<file path="config.mk">
export PLATFORM = sky130hd
export DESIGN_NAME = hrpt_ctrl
export DESIGN_NICKNAME = d
export VERILOG_FILES = /design/src/hw/rtl/hrpt_pkg.sv /design/src/hw/rtl/hrpt_ctrl.sv
export SDC_FILE = /design/constraint.sdc
export NUM_CORES = 1
export LEC_CHECK = 0
export ABC_AREA = 1
export ABC_CLOCK_PERIOD_IN_PS = 1300
export BUFFER_PORTS_ARGS = -buffer_cell sky130_fd_sc_hd__buf_4
export CAP_MARGIN = 10
export CORE_AREA = 2 2 39 41
export DETAILED_ROUTE_END_ITERATION = 10
export DIE_AREA = 0 0 41 43
export PLACE_DENSITY = 0.42
export SKIP_CTS_REPAIR_TIMING = 1
export SLEW_MARGIN = 15
export SYNTH_ARGS = -nofsm -noshare
export SYNTH_HDL_FRONTEND = slang
export SYNTH_SLANG_ARGS = --single-unit
</file>
<file path="constraint.sdc">
create_clock -name clk_i -period 1.3 [get_ports clk_i]
set_input_delay 0.195 -clock clk_i [delete_from_list [all_inputs] [get_ports clk_i]]
set_output_delay 0.195 -clock clk_i [all_outputs]
set_load 0.02 [all_outputs]
</file>
<file path="src/hw/rtl/hrpt_pkg.sv">
// Shared types, constants and helpers of the hot region profile table.
package hrpt_pkg;

  localparam int unsigned MAX_ENTRIES = 64;
  localparam int unsigned REGION_SPAN = 16;

  localparam int unsigned IDX_W       = $clog2(MAX_ENTRIES);
  localparam int unsigned USED_W      = $clog2(MAX_ENTRIES + 1);
  localparam int unsigned ADDR_W      = 32;
  localparam int unsigned CNT_W       = 16;
  localparam int unsigned HANDLE_W    = 32;
  localparam int unsigned ENTRY_SEL_W = 6;
  localparam int unsigned CMD_W       = 2;
  localparam int unsigned CFG_IDX_W   = 1;
  localparam int unsigned CFG_DATA_W  = 16;

  localparam logic [CNT_W-1:0] CNT_MAX      = '1;
  localparam logic [CNT_W-1:0] THRESH_RESET = CNT_W'(100);

  typedef enum logic [1:0] {
    MODE_PROFILING = 2'd0,
    MODE_COMPILING = 2'd1,
    MODE_COMPILED  = 2'd2,
    MODE_DISABLED  = 2'd3
  } mode_e;

  typedef enum logic [CMD_W-1:0] {
    OP_PROFILE = 2'd0,
    OP_LOOKUP  = 2'd1,
    OP_OUTCOME = 2'd2,
    OP_NONE    = 2'd3
  } op_e;

  typedef enum logic [CFG_IDX_W-1:0] {
    CFG_PROF_EN    = 1'b0,
    CFG_HOT_THRESH = 1'b1
  } cfg_reg_e;

  // How the request is closed out by the datapath
  typedef enum logic [2:0] {
    FIN_ZERO       = 3'd0,
    FIN_PROF_HIT   = 3'd1,
    FIN_PROF_NEW   = 3'd2,
    FIN_LOOKUP_HIT = 3'd3,
    FIN_OUTCOME    = 3'd4
  } fin_e;

  typedef struct packed {
    logic [ADDR_W-1:0]   start;
    logic [CNT_W-1:0]    count;
    mode_e               mode;
    logic [HANDLE_W-1:0] handle;
  } entry_t;

  localparam int unsigned ENTRY_W = $bits(entry_t);

  typedef struct packed {
    logic load;
    logic advance;
    logic finish;
    fin_e fin;
  } ctrl_cmd_t;

  typedef struct packed {
    op_e  op;
    logic prof_en;
    logic empty;
    logic match_prof;
    logic match_lookup;
    logic last;
    logic sel_ok;
    logic out_free;
  } dp_stat_t;

  // Address lies in the region, wrapping past the top of the address space
  function automatic logic holds(input logic [ADDR_W-1:0] addr,
                                 input logic [ADDR_W-1:0] start);
    logic [ADDR_W-1:0] off;
    off = addr - start;
    return off < ADDR_W'(REGION_SPAN);
  endfunction

endpackage

</file>
<file path="src/hw/rtl/hrpt_ctrl.sv">
// Controller: sequences accept, table read and entry-by-entry scan.
module hrpt_ctrl import hrpt_pkg::*; (
  input  logic      clk_i,
  input  logic      rst_ni,
  input  logic      req_valid_i,
  output logic      req_ready_o,
  input  dp_stat_t  stat_i,
  output ctrl_cmd_t cmd_o
);

  localparam logic [1:0] ST_IDLE  = 2'd0;
  localparam logic [1:0] ST_FETCH = 2'd1;
  localparam logic [1:0] ST_SCAN  = 2'd2;

  logic [1:0] state_q, state_d;
  logic       done, adv;
  fin_e       fin;

  // Decide the outcome of the entry currently on the read port
  always_comb begin
    done = 1'b0;
    adv  = 1'b0;
    fin  = FIN_ZERO;
    case (stat_i.op)
      OP_PROFILE: begin
        if (!stat_i.prof_en) begin
          done = 1'b1;
        end else if (stat_i.empty) begin
          done = 1'b1;
          fin  = FIN_PROF_NEW;
        end else if (stat_i.match_prof) begin
          done = 1'b1;
          fin  = FIN_PROF_HIT;
        end else if (stat_i.last) begin
          done = 1'b1;
          fin  = FIN_PROF_NEW;
        end else begin
          adv = 1'b1;
        end
      end
      OP_LOOKUP: begin
        if (stat_i.empty) begin
          done = 1'b1;
        end else if (stat_i.match_lookup) begin
          done = 1'b1;
          fin  = FIN_LOOKUP_HIT;
        end else if (stat_i.last) begin
          done = 1'b1;
        end else begin
          adv = 1'b1;
        end
      end
      OP_OUTCOME: begin
        done = 1'b1;
        fin  = stat_i.sel_ok ? FIN_OUTCOME : FIN_ZERO;
      end
      default: begin
        done = 1'b1;
      end
    endcase
  end

  always_comb begin
    state_d     = state_q;
    cmd_o       = '0;
    cmd_o.fin   = fin;
    req_ready_o = (state_q == ST_IDLE);
    case (state_q)
      ST_IDLE: begin
        if (req_valid_i) begin
          cmd_o.load = 1'b1;
          state_d    = ST_FETCH;
        end
      end
      ST_FETCH: begin
        state_d = ST_SCAN;
      end
      ST_SCAN: begin
        if (adv) begin
          cmd_o.advance = 1'b1;
        end else if (done && stat_i.out_free) begin
          cmd_o.finish = 1'b1;
          state_d      = ST_IDLE;
        end
      end
      default: begin
        state_d = ST_IDLE;
      end
    endcase
  end

  always_ff @(posedge clk_i or negedge rst_ni) begin
    if (!rst_ni) begin
      state_q <= ST_IDLE;
    end else begin
      state_q <= state_d;
    end
  end

`ifndef SYNTHESIS
  a_finish_free: assert property (@(posedge clk_i) disable iff (!rst_ni)
    cmd_o.finish |-> stat_i.out_free)
    else $error("result written over an unread result");

  a_advance_in_range: assert property (@(posedge clk_i) disable iff (!rst_ni)
    cmd_o.advance |-> (!stat_i.last && !stat_i.empty))
    else $error("scan advanced past the last used entry");

  a_load_on_accept: assert property (@(posedge clk_i) disable iff (!rst_ni)
    cmd_o.load |-> (req_valid_i && req_ready_o))
    else $error("request loaded without a handshake");
`endif

endmodule

</file>
After elaboration in Yosys (flattened, before gate mapping)
Index checks and enable logic that the tools add are counted.
Storage, ports and cells
  output and inout bits: 7
  logic and storage cells: 44
  flip-flop bits (word level): 2
  bits of input ports: 12
Operators by class
  reductions and logical operators: 4
  equality and inequality tests: 7
  multiplexer cells: 32
Operators with widths (count)
  $mux 2: 10
  $mux 1: 17
  $pmux 3 s3: 1
  $ne 2x2->1 const B: 3
  $pmux 2 s3: 1
  $eq 2x1->1 const B: 2
  $eq 2x2->1 const B: 2
  $logic_not 2->1: 2
  $pmux 1 s2: 2
  $mux 3: 1
  $reduce_and 3->1: 1
  $logic_and 1x1->1: 1

Logic depth before layout (Yosys ltp)
Gate-level depths: netlist of the first run.
  word-level depth: 9
  gate-level depth with buffers: 6
  depth with buffers taken out: 6

Least setup slack after synthesis of the first run
Ideal clock, no wire load.
  kind: register to output
  start: reg state_q[0]
  end: out cmd_o[5] in the netlist's numbering
  slack: 0.151 ns
  arrival: 0.954 ns
  cell stages (with the launch flop): 2
  required time: 1.105 ns
  cells stage by stage: dfrtp_1 -> nor3b_1
RTL lines
  start: declaration: line hrpt_ctrl.sv:15  | logic [1:0] state_q, state_d;
  start signal: assignment: line hrpt_ctrl.sv:96  | state_q <= state_d;
  end: declaration: line hrpt_ctrl.sv:8  | output ctrl_cmd_t cmd_o

==> flow_metrics.env, run 1 <==
export IMPL_outcome="finished, final reports clean"
export IMPL_die_x_um=41
export IMPL_ys_ff_latch=2
export IMPL_start_kind="flop"
export IMPL_drt_total_wl_um=523
export IMPL_cts_tree="built"
export IMPL_path_class="flop to output pin"
export IMPL_timing_final_ws_setup_ns=0.0391
export IMPL_path_clk_slew_ns=0.03
export IMPL_coreArea_um2=1380
export IMPL_ctsHtreeMaxLevel=1
export IMPL_grt_ovfl_total=0
export IMPL_crit_slowest_cell="dfrtp_1"
export IMPL_initial_utilization_pct=13.7
export IMPL_clock_latency_ns=0.22
export IMPL_dpl_cell_count=64
export IMPL_cp_required_ns=1.11
export IMPL_grt_antenna_before_repair=0
export IMPL_fill_cells=167
export IMPL_final_cells=68
export IMPL_max_freq_ghz=0.793
export IMPL_yosysSeqAreaShare_pct=26.5
export IMPL_dp_hpwl_um=437
export IMPL_top_regs="state_q: 2 flops"
export IMPL_crit_buf_inv=3
export IMPL_finalSetupViolCount=0
export IMPL_end_kind="output pin"
export IMPL_power_density_nw_per_um2=1270
export IMPL_syn_nets=42
export IMPL_relSlewSlack_pct=86.6
export IMPL_path_max_fanout=4
export IMPL_drtIter0Drc=4
export IMPL_top_register="state_q"
export IMPL_critPathMaxStageDelay_ns=0.39
export IMPL_min_period_ns=1.26
export IMPL_skew_ns=0.000707
export IMPL_p_leak_nw=0.196
export IMPL_vias=263
export IMPL_cts_buffers=3
export IMPL_root_buffer="clkbuf_4"
export IMPL_drc=0
export IMPL_cp_cell_sequence="inv_2 -> nor2_4 -> inv_2 -> a21oi_2 -> buf_4"
export IMPL_rows=14
export IMPL_yosysWarnings=0
export IMPL_clockBufferDepth=2
export IMPL_routabilityCongestion=0.574
export IMPL_grt_max_degree=6
export IMPL_die_h_um=43
export IMPL_grt_pass1_wl_um=800
export IMPL_synthCells=30
export IMPL_antenna_cells=0
export IMPL_syn_cell_area_um2=189
export IMPL_portBuffers=18
export IMPL_drt_pass1_iter_count=2
export IMPL_critPathTopFamily="flip-flops"
export IMPL_grt_util_all_layers_pct=7.23
export IMPL_hold_viol=0
export IMPL_vias_per_cell=3.87
export IMPL_largest_reg_flops=2
export IMPL_period_share_pct=97.0
export IMPL_ir_drop_mv=0.556
export IMPL_hold_class="primary input to flop"
export IMPL_wl_per_cell_um=7.69
export IMPL_syn_avg_cell_area_um2=6.30
export IMPL_rsz0062_at_grt="yes"
export IMPL_io_pins=19
export IMPL_area_growth_pct=104
export IMPL_grt_pass1_vias=244
export IMPL_crit_arrival_ns=1.07
export IMPL_hold_slack_ns=0.251
export IMPL_yosysUniqueCellTypes=13
export IMPL_slew_viol_final=0
export IMPL_drv_cap=0
export IMPL_layout_nets=66
export IMPL_crit_top_cell="inv_2"
export IMPL_max_slew_worst_pin_slew_ns=0.201
export IMPL_pre_cts_slack_ns=0.202
export IMPL_dieArea_um2=1760
export IMPL_clock_sinks=2
export IMPL_ant_nets=0
export IMPL_drive_gt1_share_pct=53.8
[placed cells by master, fill, tap and decap left out]
| cell | synthesis | final |
|---|---|---|
| buf_4 | 0 | 18 |
| nor2_1 | 6 | 6 |
| nand2_1 | 6 | 6 |
| clkbuf_4 | 0 | 3 |
| inv_1 | 3 | 2 |
| o21ai_1 | 2 | 2 |
| inv_2 | 1 | 2 |
| nand3_2 | 2 | 2 |
| nor3b_1 | 2 | 2 |
| dfrtp_1 | 2 | 2 |
| o21ai_0 | 1 | 1 |
| nor2_2 | 2 | 1 |
| nand3_1 | 1 | 1 |
| nor2_4 | 0 | 1 |
| nand4_1 | 1 | 1 |
| a21oi_2 | 0 | 1 |
| dlygate4sd3_1 | 0 | 1 |
[metrics by stage]
step | setup TNS [ns] | utilization (%) | cell area (um^2) | total power [mW]
2_1_floorplan | 0 | - | 189 | 0.233
3_3_place_gp | 0 | 24.9 | 344 | 0.335
3_5_place_dp | 0 | 24.9 | 344 | 0.335
4_1_cts | -0.0153 | 26.5 | 367 | 0.482
5_1_grt | -0.0472 | 27.8 | 385 | 0.525
6_report | 0 | 27.8 | 385 | 0.488
[cells by family (layout without fill, tap and decap cells)]
logic type / after synthesis / count (layout) / synth area share (%)
AOI/OAI and AO/OA: 4 / 4 / 10.6
buffers and inverters: 4 / 26 / 7.94
DFF: 2 / 2 / 26.5
and+or+nand+nor: 20 / 20 / 55.0
[worst paths after layout]
path	start	to	slack [ns]	cells after the start
hold reg to reg	state_q[1]	state_q[0]	0.50	1
min in group asynchronous	rst_ni	state_q[1]	0.28	2
max in group asynchronous	rst_ni	state_q[0]	0.93	2
hold / removal	req_valid_i	state_q[0]	0.25	2
setup / recovery	state_q[1]	cmd_o[4]	0.04	5
setup reg to reg	state_q[1]	state_q[1]	0.55	4
[report_power, final]
part / switching, mW / internal (mW) / leakage (nW)
Clock: 0.0338 / 0.102 / 0.0138
Sequential: 0.0321 / 0.0858 / 0.0256
Combinational: 0.126 / 0.109 / 0.157
Total: 0.192 / 0.296 / 0.196
[worst register-to-register path: cells and delay by family, from the launching register on]
kind                   cells  cell delay (ns)
buffers and inverters      1             0.09
DFF                        1             0.40
and+or+nand+nor            3             0.14
[per-layer routing]
layer | up-vias | track usage (%) | share of wire [%]
met2 | 12 | 10.6 | 54
met4 | 0 | 8.00 | 0
met3 | 0 | 3.14 | 10
met5 | - | 0 | 0
met1 | 109 | 6.43 | 36
li1 | 142 | - | -
[cell usage after synthesis]
cell type  number  area share, %
nand2_1         6             12
nor2_1          6             12
inv_1           3            6.0
dfrtp_1         2             26
nand3_2         2             11
nor2_2          2            6.6
nor3b_1         2            7.9
o21ai_1         2            5.3
a21oi_1         1            2.6
inv_2           1            2.0
nand3_1         1            2.6
nand4_1         1            3.3
o21ai_0         1            2.6
[area by class of cell]
class / count / area [um^2] / share of cell area, %
repair buffers: 19 / 145 / 37.7
well taps: 16 / 20.0 / 5.19
inverters: 4 / 15.0 / 3.90
clock buffers: 3 / 22.5 / 5.84
multi-input cells: 24 / 133 / 34.4
flip-flops and latches: 2 / 50.0 / 13.0
Power figures use the tool's default switching activity.
==> run 2: changes to the inputs <==
ABC_AREA = unset   (was 1)
PLACE_DENSITY = 0.43   (was 0.42)
==> flow_metrics.env, run 2 <==
export IMPL_yosysMostFrequentCell="nor2_1"
export IMPL_p_leak_nw=0.184
export IMPL_reg2regPathDepth=3
export IMPL_synth_edf_count=0
export IMPL_vias_per_cell=4.06
export IMPL_rsz0062_at_grt="yes"
export IMPL_die_h_um=43
export IMPL_hold_slack_ns=0.192
export IMPL_top_register="state_q"
export IMPL_hold_end="state_q[0]"
export IMPL_synth_top_family_by_area="simple AND/OR/NAND/NOR gates"
export IMPL_crit_slowest_cell="dfrtp_1"
export IMPL_initial_utilization_pct=14.3
export IMPL_grt_max_degree=7
export IMPL_pre_cts_slack_ns=0.112
export IMPL_vias=252
export IMPL_cp_cell_sequence="nor2_1 -> and2_1 -> buf_4"
export IMPL_coreArea_um2=1380
export IMPL_skew_ns=0.000781
export IMPL_worstHoldPathCells=2
export IMPL_p_total_uw=493
export IMPL_syn_nets=36
export IMPL_final_cell_mix="buf_4 (18), nor2_1 (3), clkbuf_4 (3)"
export IMPL_crit_arrival_ns=1.07
export IMPL_antenna_cells=0
export IMPL_final_common_cell="buf_4"
export IMPL_grt_antenna_before_repair=0
export IMPL_synthCells=24
export IMPL_period_share_pct=97.0
export IMPL_die_x_um=41
export IMPL_syn_avg_cell_area_um2=8.24
export IMPL_ir_drop_mv=0.608
export IMPL_regArea_um2=50.0
export IMPL_critPathMaxStageDelay_ns=0.39
export IMPL_timing_final_ws_setup_ns=0.0394
export IMPL_cts_tree="built"
export IMPL_portBuffers=18
export IMPL_end_kind="output pin"
export IMPL_holdCritStartpoint="req_valid_i"
export IMPL_ys_ff_latch=2
export IMPL_synthMuxAreaShare_pct=0
export IMPL_yosysWarnings=0
export IMPL_ys_flop_type="dfrtp_1"
export IMPL_grt_pass1_vias=231
export IMPL_yosys_area_share_simple_pct=55.1
export IMPL_rows=14
export IMPL_drtIter0Drc=2
export IMPL_rrSetupSlack_ns=0.37
export IMPL_path_class="flop to output pin"
export IMPL_finalSetupViolCount=0
export IMPL_synth_compound_gate_area_share_pct=19.6
export IMPL_dieArea_um2=1760
export IMPL_start_kind="flop"
export IMPL_area_growth_pct=94.9
export IMPL_clock_latency_ns=0.22
export IMPL_synth_area_leaders="dfrtp_1 (25%), nor2b_4 (7.0%), and2_1 (6.3%)"
export IMPL_yosysSeqAreaShare_pct=25.3
export IMPL_r2r_end="state_q[1]"
export IMPL_slew_viol_final=0
export IMPL_power_density_nw_per_um2=1280
export IMPL_clockBufferDepth=2
export IMPL_ys_async_sr_fraction_pct=100
export IMPL_yosysUniqueCellTypes=17
export IMPL_syn_cell_area_um2=198
export IMPL_drive_gt1_share_pct=54.3
export IMPL_max_freq_ghz=0.793
export IMPL_netlist_area_leader_share_pct=25.3
export IMPL_grt_pass1_wl_um=786
export IMPL_multiInputGateArea_um2=148
export IMPL_grt_util_all_layers_pct=7.42
export IMPL_yosysTopAreaCell="dfrtp_1"
export IMPL_path_max_fanout=4
export IMPL_path_clk_slew_ns=0.03
export IMPL_drt_pass1_iter_count=2
export IMPL_ant_nets=0
export IMPL_hold_viol=0
export IMPL_layout_nets=60
export IMPL_hold_class="primary input to flop"
export IMPL_synthXorXnorAreaFrac_pct=0
export IMPL_fill_cells=165
export IMPL_grt_ovfl_total=0
export IMPL_clock_sinks=2
export IMPL_cts_buffers=3
export IMPL_largest_reg_flops=2
export IMPL_root_buffer="clkbuf_4"
export IMPL_top_regs="state_q: 2 flops"
export IMPL_max_slew_worst_pin_slew_ns=0.210
export IMPL_relSlewSlack_pct=85.9
export IMPL_ctsHtreeMaxLevel=1
export IMPL_drc=0
export IMPL_drt_total_wl_um=574
export IMPL_wl_per_cell_um=9.26
export IMPL_dp_hpwl_um=459
export IMPL_synthAdderAreaFrac_pct=0
export IMPL_drv_cap=0
export IMPL_rr_startpoint="state_q[0]"
export IMPL_outcome="finished, final reports clean"
export IMPL_routabilityCongestion=0.630
export IMPL_io_pins=19
export IMPL_cp_required_ns=1.11
export IMPL_min_period_ns=1.26
==> run 2: where the power goes <==
| part | internal, mW | switching [mW] |
|---|---|---|
| clock network | 0.102 | 0.0365 |
| logic | 0.124 | 0.121 |
| registers | 0.0876 | 0.0218 |
==> run 2: cell type report <==
| class | instances | share of cell area [%] |
|---|---|---|
| Multi-Input combinational cell | 22 | 38.3 |
| Timing Repair Buffer | 19 | 37.7 |
| Sequential cell | 2 | 13.0 |
| Clock buffer | 3 | 5.84 |
| Tap cell | 16 | 5.19 |
==> run 2: logic make-up after synthesis <==
group	after synthesis
and+or+nand+nor	16
AOI/OAI and AO/OA	6
DFF	2
==> run 2: per-stage QoR <==
stage                     instances  util, %  cell area, um^2  TNS (ns)
final                            62     27.8              385         0
after global routing             62     27.8              385   -0.0737
after CTS                        61     27.1              375         0
after detailed placement         58     25.5              353         0
after global placement           58     25.5              353         0
after floorplan                  24        -              198         0
==> run 2: layer usage <==
layer,global-route usage (%),up-vias,routed length [um]
met2,10.6,19,242
met3,4.19,2,94
li1,-,130,-
met5,0,-,0
met4,10.0,0,11
met1,5.45,101,227
==> run 2: worst max path at each step <==
| stage | from | end | slack (ns) | cells past startpoint |
|---|---|---|---|---|
| finish | state_q[0] | cmd_o[5] | 0.04 | 3 |
| global route | state_q[0] | cmd_o[5] | -0.04 | 3 |
| CTS | state_q[0] | cmd_o[5] | 0.01 | 3 |
| detailed placement | stat_i[8] | cmd_o[3] | 0.11 | 5 |
| global placement | stat_i[8] | cmd_o[3] | 0.13 | 5 |
| floorplan | state_q[0] | cmd_o[5] | 0.09 | 2 |
==> run 2: critical path: cells and delay by family (launching register included) <==
kind	cells	cell delay [ns]
flip-flops	1	0.39
buffers and inverters	1	0.13
AND/OR/NAND/NOR	2	0.33
==> run 3: changes to the inputs <==
PLACE_DENSITY = 0.38   (was 0.43)
==> flow_metrics.env, run 3 (synthesis results as in run 2) <==
export IMPL_outcome="finished, final reports clean"
export IMPL_ctsHtreeMaxLevel=1
export IMPL_path_class="flop to output pin"
export IMPL_end_kind="output pin"
export IMPL_cts_tree="built"
export IMPL_grt_ovfl_total=0
export IMPL_portBuffers=18
export IMPL_hold_viol=0
export IMPL_holdCritStartpoint="req_valid_i"
export IMPL_drt_total_wl_um=637
export IMPL_fin_util_pct=28.8
export IMPL_clock_latency_ns=0.22
export IMPL_worstHoldPathCells=2
export IMPL_hold_end="state_q[0]"
export IMPL_slew_viol_final=0
export IMPL_grt_max_degree=7
export IMPL_largest_reg_flops=2
export IMPL_hold_class="primary input to flop"
export IMPL_wl_per_cell_um=10.3
export IMPL_grt_antenna_before_repair=0
export IMPL_coreArea_um2=1380
export IMPL_routabilityCongestion=0.570
export IMPL_r2r_end="state_q[1]"
export IMPL_top_regs="state_q: 2 flops"
export IMPL_rrSetupSlack_ns=0.39
export IMPL_drt_pass1_iter_count=2
export IMPL_max_freq_ghz=0.807
export IMPL_drtIter0Drc=3
export IMPL_dp_hpwl_um=524
export IMPL_multiInputGateArea_um2=160
export IMPL_io_pins=19
export IMPL_rows=14
export IMPL_power_density_nw_per_um2=1310
export IMPL_min_period_ns=1.24
export IMPL_grt_pass1_wl_um=931
export IMPL_die_x_um=41
export IMPL_dpl_instance_area_um2=353
export IMPL_ant_nets=0
export IMPL_fill_cells=153
export IMPL_initial_utilization_pct=14.3
export IMPL_drive_gt1_share_pct=60.9
export IMPL_rr_startpoint="state_q[0]"
export IMPL_grt_util_all_layers_pct=8.93
export IMPL_p_total_uw=519
export IMPL_dpl_cell_count=58
export IMPL_reg2regPathDepth=3
export IMPL_die_h_um=43
export IMPL_p_leak_nw=0.188
export IMPL_dieArea_um2=1760
export IMPL_clockBufferDepth=2
export IMPL_top_register="state_q"
export IMPL_crit_arrival_ns=1.04
export IMPL_cts_buffers=3
export IMPL_area_growth_pct=101
export IMPL_root_buffer="clkbuf_4"
export IMPL_design_area_um2=398
export IMPL_finalSetupViolCount=0
export IMPL_period_share_pct=95.3
export IMPL_final_common_cell="buf_4"
export IMPL_path_max_fanout=4
export IMPL_regArea_um2=50.0
export IMPL_vias_per_cell=4.35
export IMPL_relSlewSlack_pct=86.3
export IMPL_layout_nets=60
export IMPL_vias=270
export IMPL_cp_required_ns=1.11
export IMPL_path_clk_slew_ns=0.03
export IMPL_ir_drop_mv=0.641
export IMPL_grt_pass1_vias=249
export IMPL_drv_cap=0
export IMPL_antenna_cells=0
export IMPL_skew_ns=0.00105
export IMPL_drc=0
export IMPL_max_slew_worst_pin_slew_ns=0.204
export IMPL_final_cell_mix="buf_4 (18), clkbuf_4 (3)"
export IMPL_clock_sinks=2
export IMPL_start_kind="flop"
export IMPL_fin_setup_tns_ns=0
export IMPL_final_cells=62
-- run 3: cell counts in the layout (fill, tap and decap cells not counted) --
No cell type changed its count.
-- run 3: worst max-delay path by stage --
stage	startpoint	depth (start not counted)	endpoint	slack, ns
final	state_q[1]	3	cmd_o[5]	0.06
after global routing	state_q[0]	3	cmd_o[5]	-0.01
after CTS	state_q[0]	3	cmd_o[4]	0.03
after detailed placement	stat_i[8]	5	cmd_o[3]	0.11
after global placement	stat_i[8]	5	cmd_o[3]	0.07
after floorplan	state_q[0]	2	cmd_o[5]	0.09
-- run 3: final cells by class --
type	count	share of cell area, %
clock buffer	3	5.66
sequential	2	12.6
tap	16	5.03
multi-input combinational	22	40.3
timing repair buffer	19	36.5
-- run 3: per-stage QoR --
step / setup WS [ns] / hold WS [ns]
after CTS: 0.0304 / -0.257
after detailed placement: 0.108 / -0.0202
after global routing: -0.0139 / 0.206
after global placement: 0.0731 / -0.0224
final: 0.0613 / 0.200
after floorplan: 0.0867 / -0.101
-- run 3: worst max-delay path, stage by stage, from the launching register on --
cell     delay [ns]
dfrtp_1        0.42
nor2_2         0.13
and2_1         0.14
buf_4          0.14
-- run 3: power breakdown --
part	leakage, nW	total, mW	internal, mW	switching [mW]
registers	0.0256	0.121	0.0874	0.0332
logic	0.148	0.265	0.140	0.125
clock network	0.0138	0.134	0.102	0.0321
total	0.188	0.519	0.329	0.190
-- run 3: routing by layer --
layer | vias up | track usage [%] | wire (um)
met5 | - | 0 | 0
met4 | 0 | 8.00 | 0
met3 | 0 | 7.85 | 98
met2 | 19 | 11.9 | 291
met1 | 122 | 7.69 | 247
li1 | 129 | - | -
